`src/rtl/ilpw_pkg.sv`:
```
// Shared types, codes and reset values for the input lock progress watchdog.
package ilpw_pkg;

  // Field widths.
  localparam int unsigned TimeW  = 32;
  localparam int unsigned DepthW = 17;
  localparam int unsigned PosW   = 24;
  localparam int unsigned RegW   = 32;
  localparam int unsigned CfgIdxW = 2;

  // Register reset values.
  localparam logic [RegW-1:0] GraceReset     = 32'd300;
  localparam logic [RegW-1:0] StallReset     = 32'd4000;
  localparam logic [RegW-1:0] CeilingReset   = 32'd8000;
  localparam logic [RegW-1:0] ThresholdReset = 32'd16384;

  // Register indexes on the configuration port.
  typedef enum logic [CfgIdxW-1:0] {
    REG_GRACE     = 2'd0,
    REG_STALL     = 2'd1,
    REG_CEILING   = 2'd2,
    REG_THRESHOLD = 2'd3
  } reg_idx_e;

  // Operation carried by one input word.
  typedef enum logic [1:0] {
    MODE_ENABLE  = 2'd0,
    MODE_ARM     = 2'd1,
    MODE_SUSTAIN = 2'd2,
    MODE_TICK    = 2'd3
  } mode_e;

  // Why a tick asked for the lock to be released.
  typedef enum logic [2:0] {
    RSN_NONE          = 3'd0,
    RSN_STALLED       = 3'd1,
    RSN_POS_CEILING   = 3'd2,
    RSN_DRAINED       = 3'd3,
    RSN_GRACE         = 3'd4,
    RSN_QUEUE_CEILING = 3'd5
  } reason_e;

  typedef struct packed {
    logic [RegW-1:0] grace_ms;
    logic [RegW-1:0] stall_ms;
    logic [RegW-1:0] ceiling_ms;
    logic [RegW-1:0] move_threshold_sq;
  } cfg_t;

  typedef struct packed {
    logic                    session_active;
    logic [TimeW-1:0]        armed_time;
    logic [TimeW-1:0]        expiry_time;
    logic                    saw_pending;
    logic                    have_progress;
    logic signed [PosW-1:0]  progress_x;
    logic signed [PosW-1:0]  progress_y;
    logic [TimeW-1:0]        progress_time;
  } state_t;

  typedef struct packed {
    mode_e                    mode;
    logic [TimeW-1:0]         now_ms;
    logic                     control_ok;
    logic signed [DepthW-1:0] queue_depth;
    logic                     position_valid;
    logic signed [PosW-1:0]   pos_x;
    logic signed [PosW-1:0]   pos_y;
  } item_t;

  typedef struct packed {
    logic    accepted;
    logic    restore_request;
    reason_e restore_reason;
    logic    lock_active;
  } result_t;

endpackage

```
`src/rtl/ilpw_decide.sv`:
```
// Decision logic for one word: next watchdog state and the result word.
module ilpw_decide import ilpw_pkg::*; (
  input  cfg_t    cfg_i,
  input  state_t  state_i,
  input  item_t   item_i,
  output state_t  state_o,
  output result_t result_o
);

  localparam int unsigned DiffW = PosW + 1;
  localparam int unsigned SqInW = 16;
  localparam int unsigned SqW   = 2 * SqInW;

  logic signed [DiffW-1:0] dx, dy;
  logic [DiffW-1:0]        abs_x, abs_y;
  logic                    far_x, far_y;
  logic [SqW-1:0]          sq_x, sq_y;
  logic [SqW:0]            dist_sq;
  logic                    moved;

  // Exact differences in Q16.8 and their magnitudes.
  assign dx = {item_i.pos_x[PosW-1], item_i.pos_x}
            - {state_i.progress_x[PosW-1], state_i.progress_x};
  assign dy = {item_i.pos_y[PosW-1], item_i.pos_y}
            - {state_i.progress_y[PosW-1], state_i.progress_y};
  assign abs_x = dx[DiffW-1] ? DiffW'(-dx) : DiffW'(dx);
  assign abs_y = dy[DiffW-1] ? DiffW'(-dy) : DiffW'(dy);

  // A magnitude of 2^16 or more squares to at least 2^32, which beats any
  // threshold, so only the low 16 bits ever need squaring.
  assign far_x   = |abs_x[DiffW-1:SqInW];
  assign far_y   = |abs_y[DiffW-1:SqInW];
  assign sq_x    = abs_x[SqInW-1:0] * abs_x[SqInW-1:0];
  assign sq_y    = abs_y[SqInW-1:0] * abs_y[SqInW-1:0];
  assign dist_sq = {1'b0, sq_x} + {1'b0, sq_y};
  assign moved   = far_x || far_y || (dist_sq >= {1'b0, cfg_i.move_threshold_sq});

  // Set calls, ticks and the restore decision.
  always_comb begin
    logic populated;
    logic empty_q;
    reason_e reason;
    populated = !item_i.queue_depth[DepthW-1] && (item_i.queue_depth != '0);
    empty_q   = (item_i.queue_depth == '0);
    reason    = RSN_NONE;
    state_o   = state_i;
    result_o  = '{accepted: 1'b0, restore_request: 1'b0,
                  restore_reason: RSN_NONE, lock_active: 1'b0};

    if (item_i.mode != MODE_TICK) begin
      if (item_i.control_ok) begin
        result_o.accepted = 1'b1;
        case (item_i.mode)
          MODE_ENABLE: begin
            state_o.session_active = 1'b0;
            state_o.expiry_time    = '0;
            state_o.saw_pending    = 1'b0;
            state_o.have_progress  = 1'b0;
          end
          MODE_ARM: begin
            if (!state_i.session_active) begin
              state_o.session_active = 1'b1;
              state_o.armed_time     = item_i.now_ms;
              state_o.expiry_time    = item_i.now_ms + cfg_i.ceiling_ms;
              state_o.saw_pending    = 1'b0;
              state_o.have_progress  = 1'b0;
            end
          end
          MODE_SUSTAIN: begin
            state_o.session_active = 1'b0;
            state_o.expiry_time    = '0;
          end
          default: begin
          end
        endcase
      end
    end else if (state_i.session_active) begin
      if (populated) begin
        state_o.saw_pending = 1'b1;
        if (item_i.position_valid) begin
          if (!state_i.have_progress || moved) begin
            state_o.progress_x    = item_i.pos_x;
            state_o.progress_y    = item_i.pos_y;
            state_o.progress_time = item_i.now_ms;
            state_o.have_progress = 1'b1;
          end else if ((item_i.now_ms - state_i.progress_time) >= cfg_i.stall_ms) begin
            reason = RSN_STALLED;
          end
        end else if (item_i.now_ms >= state_i.expiry_time) begin
          reason = RSN_POS_CEILING;
        end
      end else if (empty_q) begin
        if (state_i.saw_pending) begin
          reason = RSN_DRAINED;
        end else if ((item_i.now_ms - state_i.armed_time) >= cfg_i.grace_ms) begin
          reason = RSN_GRACE;
        end
      end else if (item_i.now_ms >= state_i.expiry_time) begin
        reason = RSN_QUEUE_CEILING;
      end

      // A restore only clears the session when the release call succeeds.
      if (reason != RSN_NONE) begin
        result_o.restore_request = 1'b1;
        if (item_i.control_ok) begin
          result_o.accepted      = 1'b1;
          state_o.session_active = 1'b0;
          state_o.expiry_time    = '0;
          state_o.saw_pending    = 1'b0;
          state_o.have_progress  = 1'b0;
        end
      end
    end

    result_o.restore_reason = reason;
    result_o.lock_active    = state_o.session_active;
  end

endmodule

```
`src/rtl/input_lock_progress_watchdog_top.sv`:
```
// Top level of the input lock progress watchdog: registers, handshake and state.
// A word moves from the input register to the result register; the state loop closes
// through one decision pass; one word per cycle unless the output stalls.
// The result register holds a finished word while the next one is taken in.
// Reset clears the session state, both valid flags and restores register defaults.
module input_lock_progress_watchdog_top import ilpw_pkg::*; (
  input  logic                     clk_i,
  input  logic                     rst_ni,
  input  logic                     cfg_we_i,
  input  logic [CfgIdxW-1:0]       cfg_idx_i,
  input  logic [RegW-1:0]          cfg_wdata_i,
  input  logic                     in_valid_i,
  output logic                     in_ready_o,
  input  logic [1:0]               mode_i,
  input  logic [TimeW-1:0]         now_ms_i,
  input  logic                     control_ok_i,
  input  logic signed [DepthW-1:0] queue_depth_i,
  input  logic                     position_valid_i,
  input  logic signed [PosW-1:0]   pos_x_i,
  input  logic signed [PosW-1:0]   pos_y_i,
  output logic                     out_valid_o,
  input  logic                     out_ready_i,
  output logic                     accepted_o,
  output logic                     restore_request_o,
  output logic [2:0]               restore_reason_o,
  output logic                     lock_active_o
);

  cfg_t    cfg_q;
  state_t  state_q, state_d;
  item_t   item_q;
  logic    item_valid_q;
  result_t res_q, res_d;
  logic    out_valid_q;
  logic    advance;

  // The input stage moves on whenever the result register is free or drains.
  assign advance    = item_valid_q && (!out_valid_q || out_ready_i);
  assign in_ready_o = !item_valid_q || advance;

  // Configuration registers.
  always_ff @(posedge clk_i or negedge rst_ni) begin
    if (!rst_ni) begin
      cfg_q.grace_ms          <= GraceReset;
      cfg_q.stall_ms          <= StallReset;
      cfg_q.ceiling_ms        <= CeilingReset;
      cfg_q.move_threshold_sq <= ThresholdReset;
    end else if (cfg_we_i) begin
      case (reg_idx_e'(cfg_idx_i))
        REG_GRACE:     cfg_q.grace_ms          <= cfg_wdata_i;
        REG_STALL:     cfg_q.stall_ms          <= cfg_wdata_i;
        REG_CEILING:   cfg_q.ceiling_ms        <= cfg_wdata_i;
        REG_THRESHOLD: cfg_q.move_threshold_sq <= cfg_wdata_i;
        default: begin
        end
      endcase
    end
  end

  // Input register.
  always_ff @(posedge clk_i or negedge rst_ni) begin
    if (!rst_ni) begin
      item_valid_q <= 1'b0;
    end else if (in_ready_o) begin
      item_valid_q <= in_valid_i;
    end
  end

  always_ff @(posedge clk_i) begin
    if (in_ready_o && in_valid_i) begin
      item_q.mode           <= mode_e'(mode_i);
      item_q.now_ms         <= now_ms_i;
      item_q.control_ok     <= control_ok_i;
      item_q.queue_depth    <= queue_depth_i;
      item_q.position_valid <= position_valid_i;
      item_q.pos_x          <= pos_x_i;
      item_q.pos_y          <= pos_y_i;
    end
  end

  ilpw_decide u_decide (
    .cfg_i    (cfg_q),
    .state_i  (state_q),
    .item_i   (item_q),
    .state_o  (state_d),
    .result_o (res_d)
  );

  // Watchdog state, updated as each word leaves the input register.
  always_ff @(posedge clk_i or negedge rst_ni) begin
    if (!rst_ni) begin
      state_q <= '0;
    end else if (advance) begin
      state_q <= state_d;
    end
  end

  // Result register.
  always_ff @(posedge clk_i or negedge rst_ni) begin
    if (!rst_ni) begin
      out_valid_q <= 1'b0;
    end else if (advance) begin
      out_valid_q <= 1'b1;
    end else if (out_ready_i) begin
      out_valid_q <= 1'b0;
    end
  end

  always_ff @(posedge clk_i) begin
    if (advance) begin
      res_q <= res_d;
    end
  end

  assign out_valid_o       = out_valid_q;
  assign accepted_o        = res_q.accepted;
  assign restore_request_o = res_q.restore_request;
  assign restore_reason_o  = res_q.restore_reason;
  assign lock_active_o     = res_q.lock_active;

  // A restore request always carries a reason, and no request carries none.
  a_reason_matches_request : assert property (@(posedge clk_i) disable iff (!rst_ni)
    out_valid_q |-> (res_q.restore_request == (res_q.restore_reason != RSN_NONE)))
    else $error("restore reason and request disagree");

  // A restore that went through leaves no session behind.
  a_restore_clears : assert property (@(posedge clk_i) disable iff (!rst_ni)
    (out_valid_q && res_q.restore_request && res_q.accepted) |-> !res_q.lock_active)
    else $error("accepted restore left the session active");

  // The reported lock state tracks the session register until the next word.
  a_lock_tracks_state : assert property (@(posedge clk_i) disable iff (!rst_ni)
    out_valid_q |-> (res_q.lock_active == state_q.session_active))
    else $error("lock_active does not match session state");

  // An empty result register never blocks the input side.
  a_ready_when_empty : assert property (@(posedge clk_i) disable iff (!rst_ni)
    !out_valid_q |-> in_ready_o)
    else $error("input stalled with an empty result register");

endmodule

```
`config.mk`:
```
export PLATFORM = sky130hd
export DESIGN_NAME = input_lock_progress_watchdog_top
export DESIGN_NICKNAME = d
export VERILOG_FILES = /design/src/rtl/ilpw_pkg.sv /design/src/rtl/ilpw_decide.sv /design/src/rtl/input_lock_progress_watchdog_top.sv
export SDC_FILE = /design/constraint.sdc
export NUM_CORES = 2
export LEC_CHECK = 0
export ABC_AREA = 0
export BUFFER_PORTS_ARGS = -buffer_cell sky130_fd_sc_hd__buf_4
export CORE_MARGIN = 2
export CORE_UTILIZATION = 50
export DETAILED_ROUTE_END_ITERATION = 10
export GPL_TIMING_DRIVEN = 0
export PLACE_DENSITY = 0.68
export SLEW_MARGIN = 20
export SYNTH_ARGS = -nofsm -noshare
export SYNTH_HDL_FRONTEND = slang
export SYNTH_SLANG_ARGS = --single-unit
```
`constraint.sdc`:
```
create_clock -name clk_i -period 24.2 [get_ports clk_i]
set_input_delay 3.63 -clock clk_i [delete_from_list [all_inputs] [get_ports clk_i]]
set_output_delay 3.63 -clock clk_i [all_outputs]
set_load 0.05 [all_outputs]
```
==> metrics <==
Final setup viols 0; first-pass GRT wire length 153000 um; Placer Congestion 0.921; largest net degree at the start of global routing 79; Arr. time, crit path 18150 ps; Final Cycle Share 73.0%; most frequent CP cell inv_1; via count 28600; Worst Setup SP item_q[24]; status finished clean; Worst Skew 42.1 ps; hold violation total from the final report 0; main flop type after synthesis dfrtp_1; Worst path depth 57; Mean Syn Cell Area 9.67 um^2; Die Area 0.0815 mm^2; DR vias/cell 5.32; Post-synth ARST share 72.1%; DRT Pass-1 Iters 6; critical path peak fanout 10; fin crit period 17670 ps; Slew headroom 22.5%; Register-to-Register Path Depth 57; DR WL/cell 17.4 um; setup slack, reg-to-reg 6530 ps; Starting Density 50.3%; Worst Hold Class register to register; Placed Cells 5301; Reg-to-Reg Start item_q[24]; RSZ-0062 raised after global routing false; Worst Setup EP state_q[1]; Fill cells 7055; count of buffers from port buffering 147; Worst-path clk slew 60 ps; placed inst area 0.0423 mm^2; Setup Fix Bufs, Post-CTS 0; antenna-violating nets left 0; most common cell after layout, fill and taps aside inv_1; worst stage delay on the critical path 930 ps; worst path bufs/invs 13; final instance area 0.0438 mm^2; insertion delay to the later sink of the worst-skew pair 610 ps; Max clock buf depth 3; number of gates resized after CTS 0; critical path required time 24670 ps; initial antenna violation count 1; Max Cap Violations 0; IO Pins 148; total core area 0.0787 mm^2; Cell variety after synth 89; TritonCTS Sinks 384; worst-path cell with the longest stage delay o41ai_1; cell count after synthesis 4098; r2r endpoint state_q[1]; most frequent cells in the layout inv_1, ha_1, fa_1; hold buffer count at CTS 0; # nets final 5292; layout cell share with drive strength beyond 1 9.46%; dpl hpwl 77400 um; Post-synth EDFFs 107; Root Buffer clkbuf_16; Routed WL 93700 um; gr usage total 23.5%; total negative slack 0 ps; Slew Limit Fails 0; CP Launch Type register; area grow syn2layout 10.6%; cell taking the most area after synthesis fa_1; mapped cell area 0.0396 mm^2; GRT Residual Overflow 0; Slew @ Worst Pin 1160 ps; CTS tree done; cts bufs inserted 45; Placement Setup Slack 6540 ps; vias in the first global route 28800; row cnt 103; Synth top area share 19.9%; crit-path leading delay family compound AO/OA/AOI/OAI gates; crit path capture type register; fmax 56.6 MHz; #FFs+latches synth 384; yosys warns 0; DR DRC count 0; Die Y 286 um; number of diodes 0; main area contributors after synthesis fa_1, dfrtp_1, ha_1; non-filler cells, final 5383; DR iter-0 viols 1563; Die X 286 um; syn nets 5092; register area share after synthesis 25.7%; number of H-tree levels 2; setup ws final 6530 ps; WS Path Type register to register
-- sequential cells by signal (all words and copies together), names as in the netlist --
register and flops:
cfg_q 128, item_q 101, state_q 147, item_valid_q 1, accepted_o 1, lock_active_o 1
out_valid_o 1, restore_reason_o 3, restore_request_o 1
-- cells in the mapped netlist (23+ instances only) --
cell and number:
a21o_1 109, a21oi_1 178, a22oi_1 30, clkbuf_1 59
dfrtp_1 260, edfxtp_1 107, fa_1 393, ha_1 461
inv_1 836, mux2_1 79, mux2_2 99, nand2_1 226
nand2b_1 53, nand3_1 59, nand4_1 29, nor2_1 307
nor2b_1 30, nor3_1 39, o21a_1 26, o21ai_0 150
o21bai_1 23, or2_2 23, xnor2_1 117, xor2_1 64
-- layout make-up --
cell class	count	area, um^2	area share [%]
plain buffers	77	305	0.697
clock buffers	59	1260	2.88
multi-input cells	2792	26000	59.4
inverters	845	3170	7.24
well taps	1050	1310	3.00
repair buffers	153	1260	2.87
clock inverters	23	305	0.697
flip-flops and latches	384	10200	23.2
-- per-layer routing --
layer	global-route usage, %	vias to the layer above	share of wire [%]	wire, um
li1	-	13900	-	-
met5	0	-	0.012	11
met4	6.52	2	3.1	2870
met1	31.9	13900	44	41700
met3	3.52	149	5.4	5060
met2	39.2	636	47	44100
-- worst reg2reg max path: cells and delay by family, from the launching register on --
kind | cells | cell delay, ps
AOI/OAI and AO/OA | 21 | 6020
adders and majority gates | 12 | 5380
buffers and inverters | 13 | 2250
and+or+nand+nor | 8 | 2230
xor gates and xnor gates | 2 | 880
DFF | 1 | 400
muxes | 1 | 380
-- metrics by stage --
stage          hold WS, ps  utilization, %
2_1_floorplan          456               -
4_1_cts                487            55.7
3_3_place_gp           467            53.4
6_report               481            55.7
5_1_grt                493            55.7
3_5_place_dp           475            53.7
-- worst min-delay path by stage --
stage | start | end | slack [ps] | depth (start not counted)
3_3_place_gp | state_q[28] | state_q[28] | 470 | 1
5_1_grt | state_q[22] | state_q[22] | 490 | 1
3_5_place_dp | state_q[15] | state_q[15] | 470 | 1
4_1_cts | state_q[16] | state_q[16] | 490 | 1
6_report | state_q[76] | state_q[76] | 480 | 1
2_1_floorplan | state_q[114] | state_q[114] | 460 | 2
-- cells by family (layout without fill, tap and decap cells) --
| logic type | after synthesis | after routing | share of synthesized area (%) |
|---|---|---|---|
| buffers and inverters | 922 | 1157 | 8.77 |
| and+or+nand+nor | 872 | 872 | 10.4 |
| adders and majority gates | 854 | 854 | 34.4 |
| AOI/OAI and AO/OA | 701 | 701 | 11.6 |
| DFF | 384 | 384 | 25.7 |
| muxes | 184 | 184 | 5.21 |
| xor gates and xnor gates | 181 | 181 | 4.00 |
Power is not shown: default switching activity piles up to over one toggle a cycle in this logic, so the estimate is an artifact.
